--- config.mk ---
export PLATFORM = sky130hd
export DESIGN_NAME = multichannel_dc_blocker
export DESIGN_NICKNAME = d
export VERILOG_FILES = /design/src/hw/rtl/dcb_pkg.sv /design/src/hw/rtl/dcb_regs.sv /design/src/hw/rtl/multichannel_dc_blocker.sv
export SDC_FILE = /design/constraint.sdc
export NUM_CORES = 2
export LEC_CHECK = 0
export ABC_AREA = 1
export BUFFER_PORTS_ARGS = -buffer_cell sky130_fd_sc_hd__buf_2
export CORE_UTILIZATION = 40
export DETAILED_ROUTE_END_ITERATION = 16
export SLEW_MARGIN = 25
export SYNTH_ARGS = -nofsm -noshare
export SYNTH_HDL_FRONTEND = slang
export SYNTH_SLANG_ARGS = --single-unit
--- constraint.sdc ---
create_clock -name clk -period 10.4 [get_ports clk]
set_input_delay 0.52 -clock clk [delete_from_list [all_inputs] [get_ports clk]]
set_output_delay 0.52 -clock clk [all_outputs]
set_load 0.01 [all_outputs]
--- src/hw/rtl/dcb_pkg.sv ---
// Shared types and constants for the multichannel DC blocker.
// Used by dcb_regs and multichannel_dc_blocker; depends on nothing.
`default_nettype none
package dcb_pkg;

  localparam int DATA_W       = 32;
  localparam int CH_W         = 2;
  localparam int FMT_W        = 2;
  localparam int NUM_COEF     = 4;
  localparam int DEF_CHANNELS = 4;
  localparam int APB_AW       = 5;
  localparam int REG_IDX_W    = 3;

  // sample format codes
  localparam logic [FMT_W-1:0] FMT_S16 = 2'd0;
  localparam logic [FMT_W-1:0] FMT_S24 = 2'd1;
  localparam logic [FMT_W-1:0] FMT_S32 = 2'd2;

  // register indexes (byte address = 4 * index)
  localparam logic [REG_IDX_W-1:0] REG_FORMAT = 3'd0;
  localparam logic [REG_IDX_W-1:0] REG_COEF0  = 3'd1;
  localparam logic [REG_IDX_W-1:0] REG_COEF1  = 3'd2;
  localparam logic [REG_IDX_W-1:0] REG_COEF2  = 3'd3;
  localparam logic [REG_IDX_W-1:0] REG_COEF3  = 3'd4;

  typedef struct packed {
    logic [FMT_W-1:0]                  fmt;
    logic [NUM_COEF-1:0][DATA_W-1:0]   coef;
  } dcb_cfg_t;

endpackage
`default_nettype wire

--- src/hw/rtl/dcb_regs.sv ---
// APB register file for the DC blocker: sample format and per-channel coefficients.
// Depends on dcb_pkg.
`default_nettype none
module dcb_regs (
  input  wire logic                        clk,
  input  wire logic                        rst,
  input  wire logic                        psel,
  input  wire logic                        penable,
  input  wire logic                        pwrite,
  input  wire logic [dcb_pkg::APB_AW-1:0]  paddr,
  input  wire logic [dcb_pkg::DATA_W-1:0]  pwdata,
  output logic      [dcb_pkg::DATA_W-1:0]  prdata,
  output logic                             pready,
  output dcb_pkg::dcb_cfg_t                cfg
);
  import dcb_pkg::*;

  logic [REG_IDX_W-1:0] idx;
  logic                 wr;

  assign idx    = paddr[APB_AW-1:2];
  assign wr     = psel && penable && pwrite;
  assign pready = 1'b1;

  always_ff @(posedge clk) begin
    if (rst) begin
      cfg.fmt  <= FMT_S32;
      cfg.coef <= '0;
    end else if (wr) begin
      case (idx)
        REG_FORMAT: cfg.fmt     <= pwdata[FMT_W-1:0];
        REG_COEF0:  cfg.coef[0] <= pwdata;
        REG_COEF1:  cfg.coef[1] <= pwdata;
        REG_COEF2:  cfg.coef[2] <= pwdata;
        REG_COEF3:  cfg.coef[3] <= pwdata;
        default: ;
      endcase
    end
  end

  always_comb begin
    case (idx)
      REG_FORMAT: prdata = {{(DATA_W-FMT_W){1'b0}}, cfg.fmt};
      REG_COEF0:  prdata = cfg.coef[0];
      REG_COEF1:  prdata = cfg.coef[1];
      REG_COEF2:  prdata = cfg.coef[2];
      REG_COEF3:  prdata = cfg.coef[3];
      default:    prdata = '0;
    endcase
  end

endmodule
`default_nettype wire

--- src/hw/rtl/multichannel_dc_blocker.sv ---
// Top level of the multichannel first-order DC blocker: history memory and
// three-stage datapath. Depends on dcb_pkg and dcb_regs.
//
//  Channel   Direction  Handshake              Payload
//  --------  ---------  ---------------------  --------------------------------
//  apb       in/out     psel/penable/pready    paddr, pwrite, pwdata, prdata
//  in        in         in_valid / in_ready    sample_in, channel, block_end
//  out       out        out_valid / out_ready  sample_out, channel_out, block_end_out
//
// One request per clock is accepted unless the output stalls or the interlock holds
// it; a request passes through the s1, s2 and output registers in turn. The
// per-channel recursion through the history memory keeps two requests on the same
// channel apart: the later one waits until the earlier one writes back its history
// (an interlock on the channel index, with a bypass register for the write that
// lands on the same edge as the read). Reset clears the entry valid bits at once;
// an entry never written reads as zero, so there is no clearing pass. A stalled
// output holds its result while up to two further requests queue in the pipeline.
`default_nettype none
module multichannel_dc_blocker #(
  parameter int CHANNELS = dcb_pkg::DEF_CHANNELS
) (
  input  wire logic                        clk,
  input  wire logic                        rst,
  // configuration port
  input  wire logic                        psel,
  input  wire logic                        penable,
  input  wire logic                        pwrite,
  input  wire logic [dcb_pkg::APB_AW-1:0]  paddr,
  input  wire logic [dcb_pkg::DATA_W-1:0]  pwdata,
  output logic      [dcb_pkg::DATA_W-1:0]  prdata,
  output logic                             pready,
  // sample requests
  input  wire logic                        in_valid,
  output logic                             in_ready,
  input  wire logic [dcb_pkg::DATA_W-1:0]  sample_in,
  input  wire logic [dcb_pkg::CH_W-1:0]    channel,
  input  wire logic                        block_end,
  // results
  output logic                             out_valid,
  input  wire logic                        out_ready,
  output logic      [dcb_pkg::DATA_W-1:0]  sample_out,
  output logic      [dcb_pkg::CH_W-1:0]    channel_out,
  output logic                             block_end_out
);
  import dcb_pkg::*;

  localparam int AW    = (CHANNELS > 1) ? $clog2(CHANNELS) : 1;
  localparam int CNT_W = CH_W + 1;
  localparam int HW    = 2 * DATA_W;     // history entry: {x_prev, y_prev}
  localparam int PW    = 2 * DATA_W;     // product width
  localparam int SH_W  = PW - 29;        // product after the first shift
  localparam int ACC_W = SH_W + 2;

  dcb_cfg_t cfg;

  dcb_regs u_regs (
    .clk     (clk),
    .rst     (rst),
    .psel    (psel),
    .penable (penable),
    .pwrite  (pwrite),
    .paddr   (paddr),
    .pwdata  (pwdata),
    .prdata  (prdata),
    .pready  (pready),
    .cfg     (cfg)
  );

  // ---------------------------------------------------------------------------
  // Stage 0: request intake, format alignment to Q1.31, history read
  // ---------------------------------------------------------------------------
  logic              in_fire;
  logic              ch_ok0;
  logic [AW-1:0]     idx0;
  logic [DATA_W-1:0] x0;
  logic              hazard;

  logic              s1_valid, s1_ok, s1_end;
  logic [CH_W-1:0]   s1_ch;
  logic [DATA_W-1:0] s1_x;
  logic              s2_valid, s2_ok, s2_end;
  logic [CH_W-1:0]   s2_ch;
  logic [DATA_W-1:0] s2_x;
  logic [DATA_W:0]   s2_diff;
  logic [PW-1:0]     s2_prod;
  logic              s1_ready, s2_ready, s2_fire;

  assign ch_ok0 = ({1'b0, channel} < CNT_W'(CHANNELS));
  assign idx0   = channel[AW-1:0];

  always_comb begin
    case (cfg.fmt)
      FMT_S16: x0 = {sample_in[15:0], 16'd0};
      FMT_S24: x0 = {sample_in[23:0], 8'd0};
      default: x0 = sample_in;
    endcase
  end

  // Hold a request whose channel still has an older request before write-back.
  assign hazard = ch_ok0 &&
                  ((s1_valid && (s1_ch == channel)) ||
                   (s2_valid && (s2_ch == channel) && !s2_fire));

  assign in_ready = s1_ready && !hazard;
  assign in_fire  = in_valid && in_ready;

  // ---------------------------------------------------------------------------
  // History memory: one entry per channel, one read and one write port
  // ---------------------------------------------------------------------------
  logic [HW-1:0]       hist_mem [CHANNELS];
  logic [CHANNELS-1:0] hist_vld;
  logic [HW-1:0]       rd_data;
  logic                rd_vld;
  logic                fwd_hit;
  logic [HW-1:0]       fwd_data;
  logic                rd_en;
  logic                wr_en;
  logic [AW-1:0]       wr_idx;
  logic [HW-1:0]       wr_data;

  assign rd_en = in_fire && ch_ok0;

  always_ff @(posedge clk) begin
    if (rd_en) begin
      rd_data <= hist_mem[idx0];
    end
    if (wr_en) begin
      hist_mem[wr_idx] <= wr_data;
    end
  end

  always_ff @(posedge clk) begin
    if (rst) begin
      hist_vld <= '0;
      rd_vld   <= 1'b0;
      fwd_hit  <= 1'b0;
    end else begin
      if (wr_en) begin
        hist_vld[wr_idx] <= 1'b1;
      end
      if (rd_en) begin
        rd_vld  <= hist_vld[idx0];
        // write on the read edge: the array still returns the old entry
        fwd_hit <= wr_en && (wr_idx == idx0);
      end
    end
  end

  always_ff @(posedge clk) begin
    if (rd_en) begin
      fwd_data <= wr_data;
    end
  end

  // ---------------------------------------------------------------------------
  // Stage 1: feedback product R * y_prev and input difference
  // ---------------------------------------------------------------------------
  logic [HW-1:0]            hist1;
  logic [DATA_W-1:0]        xp1, yp1, coef1;
  logic signed [PW-1:0]     prod1;
  logic [DATA_W:0]          diff1;

  always_comb begin
    if (fwd_hit) begin
      hist1 = fwd_data;
    end else if (rd_vld) begin
      hist1 = rd_data;
    end else begin
      hist1 = '0;
    end
  end

  assign xp1   = hist1[HW-1:DATA_W];
  assign yp1   = hist1[DATA_W-1:0];
  assign coef1 = cfg.coef[s1_ch];
  assign prod1 = $signed(coef1) * $signed(yp1);
  assign diff1 = {s1_x[DATA_W-1], s1_x} - {xp1[DATA_W-1], xp1};

  assign s2_fire  = s2_valid && (!out_valid || out_ready);
  assign s2_ready = !s2_valid || s2_fire;
  assign s1_ready = !s1_valid || s2_ready;

  always_ff @(posedge clk) begin
    if (rst) begin
      s1_valid <= 1'b0;
      s2_valid <= 1'b0;
    end else begin
      if (s1_ready) begin
        s1_valid <= in_fire;
      end
      if (s2_ready) begin
        s2_valid <= s1_valid;
      end
    end
  end

  always_ff @(posedge clk) begin
    if (in_fire) begin
      s1_ok  <= ch_ok0;
      s1_ch  <= channel;
      s1_end <= block_end;
      s1_x   <= x0;
    end
    if (s1_valid && s2_ready) begin
      s2_ok   <= s1_ok;
      s2_ch   <= s1_ch;
      s2_end  <= s1_end;
      s2_x    <= s1_x;
      s2_diff <= diff1;
      s2_prod <= prod1;
    end
  end

  // ---------------------------------------------------------------------------
  // Stage 2: round product to Q1.31, sum, saturate, write back, format output
  // ---------------------------------------------------------------------------
  logic [SH_W-1:0]   prod_sh;
  logic [SH_W:0]     prod_inc;
  logic [SH_W-1:0]   prod_rnd;
  logic [ACC_W-1:0]  acc;
  logic [DATA_W-1:0] y2;
  logic [17:0]       r16_inc;
  logic [16:0]       r16;
  logic [15:0]       s16;
  logic [25:0]       r24_inc;
  logic [24:0]       r24;
  logic [23:0]       s24;
  logic [DATA_W-1:0] res2;

  assign prod_sh  = s2_prod[PW-1:29];
  assign prod_inc = {prod_sh[SH_W-1], prod_sh} + (SH_W+1)'(1);
  assign prod_rnd = prod_inc[SH_W:1];

  assign acc = {{(ACC_W-DATA_W-1){s2_diff[DATA_W]}}, s2_diff} +
               {{(ACC_W-SH_W){prod_rnd[SH_W-1]}}, prod_rnd};

  // saturate to 32 bits: all bits above the sign must match it
  always_comb begin
    if (acc[ACC_W-1:DATA_W-1] == '0 || acc[ACC_W-1:DATA_W-1] == '1) begin
      y2 = acc[DATA_W-1:0];
    end else if (acc[ACC_W-1]) begin
      y2 = {1'b1, {(DATA_W-1){1'b0}}};
    end else begin
      y2 = {1'b0, {(DATA_W-1){1'b1}}};
    end
  end

  // round back to 16 bits
  assign r16_inc = {y2[DATA_W-1], y2[DATA_W-1:15]} + 18'd1;
  assign r16     = r16_inc[17:1];
  always_comb begin
    if (r16[16] == r16[15]) begin
      s16 = r16[15:0];
    end else if (r16[16]) begin
      s16 = 16'h8000;
    end else begin
      s16 = 16'h7fff;
    end
  end

  // round back to 24 bits
  assign r24_inc = {y2[DATA_W-1], y2[DATA_W-1:7]} + 26'd1;
  assign r24     = r24_inc[25:1];
  always_comb begin
    if (r24[24] == r24[23]) begin
      s24 = r24[23:0];
    end else if (r24[24]) begin
      s24 = 24'h800000;
    end else begin
      s24 = 24'h7fffff;
    end
  end

  always_comb begin
    if (!s2_ok) begin
      res2 = '0;
    end else begin
      case (cfg.fmt)
        FMT_S16: res2 = {{(DATA_W-16){s16[15]}}, s16};
        FMT_S24: res2 = {{(DATA_W-24){s24[23]}}, s24};
        default: res2 = y2;
      endcase
    end
  end

  // write back history as the result leaves the stage
  assign wr_en   = s2_fire && s2_ok;
  assign wr_idx  = s2_ch[AW-1:0];
  assign wr_data = {s2_x, y2};

  // ---------------------------------------------------------------------------
  // Output register
  // ---------------------------------------------------------------------------
  always_ff @(posedge clk) begin
    if (rst) begin
      out_valid <= 1'b0;
    end else if (s2_fire) begin
      out_valid <= 1'b1;
    end else if (out_ready) begin
      out_valid <= 1'b0;
    end
  end

  always_ff @(posedge clk) begin
    if (s2_fire) begin
      sample_out    <= res2;
      channel_out   <= s2_ch;
      block_end_out <= s2_end;
    end
  end

endmodule
`default_nettype wire

* Word-level counts from Yosys, hierarchy flattened *
Memory sizes are Yosys's and may differ from the RTL's. A register that Yosys moved wholly into a read port is not among the register bits.
Cells that the tools add are included.

storage, ports and cells
  output and inout port bits = 70
  register bits after elaboration = 405
  RAM bits = 256
  input bits = 79
  memories kept = 1

operators by class
  multiplexer cells = 21
  $mul = 1
  eq/ne operators = 10
  $lt $le $gt $ge = 4
  add/sub/neg operators = 5
  bitwise logic cells = 1
  reductions and logical operators = 30

memory list
  name      words  width  read ports  clocked after Yosys merged registers in  wr ports  line                            source
  hist_mem  4      64     1           1                                        1         multichannel_dc_blocker.sv:110  logic [HW-1:0] hist_mem [CHANNELS];

operator list
  cell                                                number
  case mux 32 bit (5 select lines)                    1
  two-way mux 64 bit                                  2
  case mux 32 bit (2 select lines)                    2
  two-way mux 32 bit                                  3
  binary-select mux 32 bit (select 2 bit)             1
  multiplier 32 x 32 -> 64 bit                        1
  two-way mux 24 bit                                  2
  adder 33 x 35 -> 36 bit                             1
  adder 35 x 2 -> 36 bit, second input constant       1
  subtractor 32 x 32 -> 33 bit                        1
  two-way mux 16 bit                                  2
  adder 25 x 2 -> 26 bit, second input constant       1
  adder 17 x 2 -> 18 bit, second input constant       1
  logical AND 1 bit                                   11
  AND reduction 2 bit                                 5
  < comparator 2 x 3 -> 1 bit, second input constant  3
  == test 3 x 2 -> 1 bit, second input constant       2
  == test 6 bit, second input constant                1
  zero test 6 bit                                     1
  two-way mux 1 bit                                   6
  zero test 1 bit                                     5
  logical OR 1 bit                                    5
  == test 2 bit                                       2
  bitwise OR 4 bit                                    1
  other kinds (10)                                    11

* Depth between registers and ports, before layout *
  word-level depth = 9
  depth in mapped cells = 47

* By module *
From an unflattened synthesis, not the netlist that was laid out.

second synthesis, totals
  cells, all modules = 7720
  area total of the unflattened synthesis = 68948.6 um2

modules (own cells, without submodules)
  module                   cells an instance  seq. area each (um2)  area an instance (um2)  instances
  multichannel_dc_blocker  6660               16906.2               62454.9                 1
  dcb_regs                 1060               2602.5                6493.7                  1

* Worst setup path before layout *
Ideal clock, no wire load.

  path kind = register to register
  from = register s1_ch[0]
  to = register s2_prod[63], data pin
  path slack = 1.911 ns
  stages on the path, launching flop included = 33
  data arrival time = 8.229 ns
  path buffers = 4
  required time = 10.140 ns
  clock period less this slack = 8.489 ns
  cells stage by stage = edfxtp_1 > clkbuf_1 > clkbuf_1 > clkbuf_1 > o21ai_0 > nand2_1 > clkbuf_1 > nor2_1 > fa_1 > inv_1 > fa_1 > inv_1 > fa_1 > fa_1 > inv_1 > fa_1 > inv_1 > fa_1 > inv_1 > fa_1 > inv_1 > fa_1 > ha_1 > a21oi_1 > o21a_1 > inv_1 > a21oi_1 > inv_1 > nand2_1 > o2111ai_1 > a41oi_1 > o21ai_0 > xnor2_1

on the way
  longest elaborated chain between the ends = 3

ends and longest elaborated chain
  element                                   line                            source
  from (decl)                               multichannel_dc_blocker.sv:79   logic [CH_W-1:0] s1_ch;
  from (signal assigned)                    multichannel_dc_blocker.sv:200  s1_ch <= channel;
  binary-select mux 32 bit (select 2 bit)   multichannel_dc_blocker.sv:175  assign coef1 = cfg.coef[s1_ch];
  two-way mux 32 bit (not written as such)  multichannel_dc_blocker.sv:175
  multiplier 32 x 32 -> 64 bit              multichannel_dc_blocker.sv:176  assign prod1 = $signed(coef1) * $signed(yp1);
  named net prod1[63]                       multichannel_dc_blocker.sv:160  logic signed [PW-1:0] prod1;
  to (signal assigned)                      multichannel_dc_blocker.sv:210  s2_prod <= prod1;
  to (decl)                                 multichannel_dc_blocker.sv:85   logic [PW-1:0] s2_prod;

The timed path passes the listed nets, and every way through them passes these cells. The select of a mux whose other input is x is not followed.
A chain may end at the register's enable or synchronous reset.

* Worst setup path in the final report *
  from = register s1_ch[0]
  to = register s2_prod[48], data pin

Same word-level chain as after synthesis.

==> impl_metrics.ini <==
[worst_setup_path]
critical_path_arrival_ns = 10.08
cp_max_fo = 44
worstSetupPathType = flop to flop
crit_slowest_cell = edfxtp_1
start_kind = flop
cp-end-kind = flop
slowest_delay_ns = 0.89
required_ns = 10.83

[pwr]
p_int_mw = 7.65
vdd_drop_max_v = 0.000152
p_per_area_nw_per_um2 = 200
pwr-share-seq_pct = 26.8
p_sw_share_pct = 47.8
clkPwrFrac_pct = 17.5
power_frac_comb_pct = 55.7
p_sw_mw = 7.01
power_leakage_nw = 32.3

[global_route]
grt-ovfl-total = 0
grt_util_all_layers_pct = 24.6
grt_max_degree = 133
grt_most_used_layer = met2
first_global_vias = 52351
use_met1_pct = 33.1
antenna_found_initial = 3
met3_usage_pct = 3.77
use_met2_pct = 40.1
grt_first_pass_wirelength_mm = 317

[yosys]
yosysWarningCount = 0
synth.yosys.seq_area_share_pct = 28.9
synth_area_um2 = 67500
syn_nets = 8734
synth_edf_count = 557
async_reset_ff_share_pct = 0
yosysUniqueCellTypes = 60
synth.avg_cell_area_um2 = 9.23
ys_ff_latch = 696
ys.flop_type = edfxtp_1
synthCells = 7318

[sta]
setup_violations = 0
tns_ns = 0
max_freq_ghz = 0.104
min_period_over_period_pct = 92.8
hold_viol = 0
rsz0062_at_grt = no
clock_skew_ns = 0.0552
report.final.slew_viol_count = 0
max-slew-margin-rel_pct = 21.5
holdWs_ns = 0.131
period_needed_ns = 9.65
max_slew.worst_pin.slew_ns = 1.18

[cells_and_area]
multi_input_area_um2 = 41700
fill_cells = 16230
instances_no_fill = 9629
nets = 8788
seqCellArea_um2 = 19500
drive_gt1_share_pct = 6.75
area_growth_pct = 8.61

[clock_tree]
cts_resized = 0
clock_path_buffers = 3
h-tree-depth = 3
cts.sinks = 696
clkSlewWorstSetupHoldPaths_ns = 0.07
clock_latency_ns = 0.68
numCtsBuffers = 68
cts_tree = built
cts-root-buf = clkbuf_16

[routing]
drtIter0Drc = 4175
ant_nets = 0
wire_per_inst_um = 21.3
wl_mm = 205
firstDrtPassIters = 6
drc = 0
num_vias = 51054
vias_per_cell = 5.30

[die]
die_w_um = 413
row_count = 150
fp.coreArea_um2 = 167000
start_util_pct = 40.3
die-area_um2 = 170000
die-height_um = 413
boundaryPins = 149

[worst_hold_path]
hold_path_class = input port to flop

[placement]
port_buffers = 145
hpwl_mm = 158
dp_cells = 9505
place_congestion = 0.969

[run_status]
outcome = completed

[flow_run]
drv_cap = 0
==> cell type report <==
class	instances	share of cell area (%)
flip-flops and latches	696	26.6
well taps	2204	3.76
diodes	1	0.00341
repair buffers	287	2.46
clock inverters	39	0.652
multi-input cells	4930	56.9
clock buffers	83	2.51
inverters	1389	7.13
==> cells in the final DEF, fill, tap and decap left out, types with 8 or more instances in the layout <==
cell,netlist,final
clkbuf_1,279,8
nand3b_1,8,8
buf_2,3,144
o22ai_1,67,67
a21oi_1,313,313
a21boi_0,13,12
nor3_1,27,21
ha_1,254,254
clkinv_1,18,29
o21a_1,22,22
xor2_1,94,94
a22oi_1,70,54
xnor2_1,45,45
edfxtp_1,557,557
o21ai_0,437,436
o21bai_1,15,15
fa_1,1083,1083
a31oi_1,17,17
nand3_1,148,148
nor2_2,10,12
a22oi_2,0,16
buf_4,3,140
o2111ai_1,32,32
clkinv_2,0,9
nand2_2,14,14
dfxtp_1,139,137
nor4_1,12,12
nand4_1,32,32
inv_2,24,26
clkbuf_16,0,69
inv_1,1346,1341
nor2_1,1010,1007
nand2_1,1135,1135
==> power groups by stage <==
stage	Clock [mW]	Combinational, mW	Sequential (mW)
after floorplan	0	5.29	3.93
after global placement	0	8.02	3.98
after detailed placement	0	8.01	3.98
after CTS	2.62	8.12	3.93
after global routing	2.72	8.94	3.96
final	2.57	8.16	3.93
==> flip-flops by register name (all words and copies together) (netlist names), 2 cells and up <==
name	cells
hist_mem	256
u_regs.cfg	130
fwd_data	64
rd_data	64
s2_prod	35
s2_diff	33
s1_x	32
s2_x	32
sample_out	32
hist_vld	4
channel_out	2
s1_ch	2
s2_ch	2
==> through the flow <==
stage	total power, mW	setup slack [ns]	instance area, um^2	utilization [%]
finish	14.7	0.748	73300	43.8
CTS	14.7	0.869	73300	43.8
floorplan	9.22	1.91	67500	-
detailed placement	12.0	0.964	71000	42.4
global route	15.6	0.303	73300	43.8
global placement	12.0	0.947	71000	42.4
==> worst paths after layout <==
kind | end | slack, ns | startpoint | depth (start not counted)
worst max-delay path | s2_prod[48] | 0.75 | s1_ch[0] | 35
worst min-delay path | u_regs.cfg[116] | 0.13 | pwdata[20] | 3
worst max register to register | s2_prod[48] | 0.75 | s1_ch[0] | 35
worst min register to register | s2_end | 0.45 | s1_end | 0
==> synthesized netlist by cell type (17+ instances only) <==
library cell,n,area [um^2]
a21oi_1,313,1570
a22oi_1,70,526
a31oi_1,17,106
clkbuf_1,279,1050
clkinv_1,18,67.6
dfxtp_1,139,2780
edfxtp_1,557,16700
fa_1,1083,21700
ha_1,254,3180
inv_1,1346,5050
inv_2,24,90.1
nand2_1,1135,4260
nand3_1,148,741
nand4_1,32,200
nor2_1,1010,3790
nor3_1,27,135
o2111ai_1,32,280
o21a_1,22,165
o21ai_0,437,2190
o22ai_1,67,419
xnor2_1,45,394
xor2_1,94,823
==> worst max-delay path, delay by kind of cell (launching register included) <==
family	cells	cell delay, ns
AOI/OAI and AO/OA	4	0.64
xor gates and xnor gates	1	0.32
adders and majority gates	9	4.09
buffers and inverters	11	2.03
DFF	1	0.89
and+or+nand+nor	10	1.40
==> cells by family (layout without fill, tap and decap cells) <==
group	Yosys count	in the layout	share of synthesized area [%]
compound gates	1028	1028	8.64
buf+inv	1692	1798	9.51
fa+ha+maj	1337	1337	36.8
xor+xnor	139	139	1.80
other cells	1	2	0.00555
flops	696	696	28.9
simple gates	2425	2425	14.3
==> per-layer routing <==
layer	part of all wire, %	vias up
met4	4.0	2
met5	0.0054	-
met3	7.4	352
li1	-	22921
met2	47	1862
met1	42	25917
==> what timing repair did <==
item / in CTS / in global routing
hold endpoints to repair: 1 / 0
hold buffers: 1 / 0
buffers inserted: 0 / 0
Note: power is estimated with default switching activity, not from simulation.
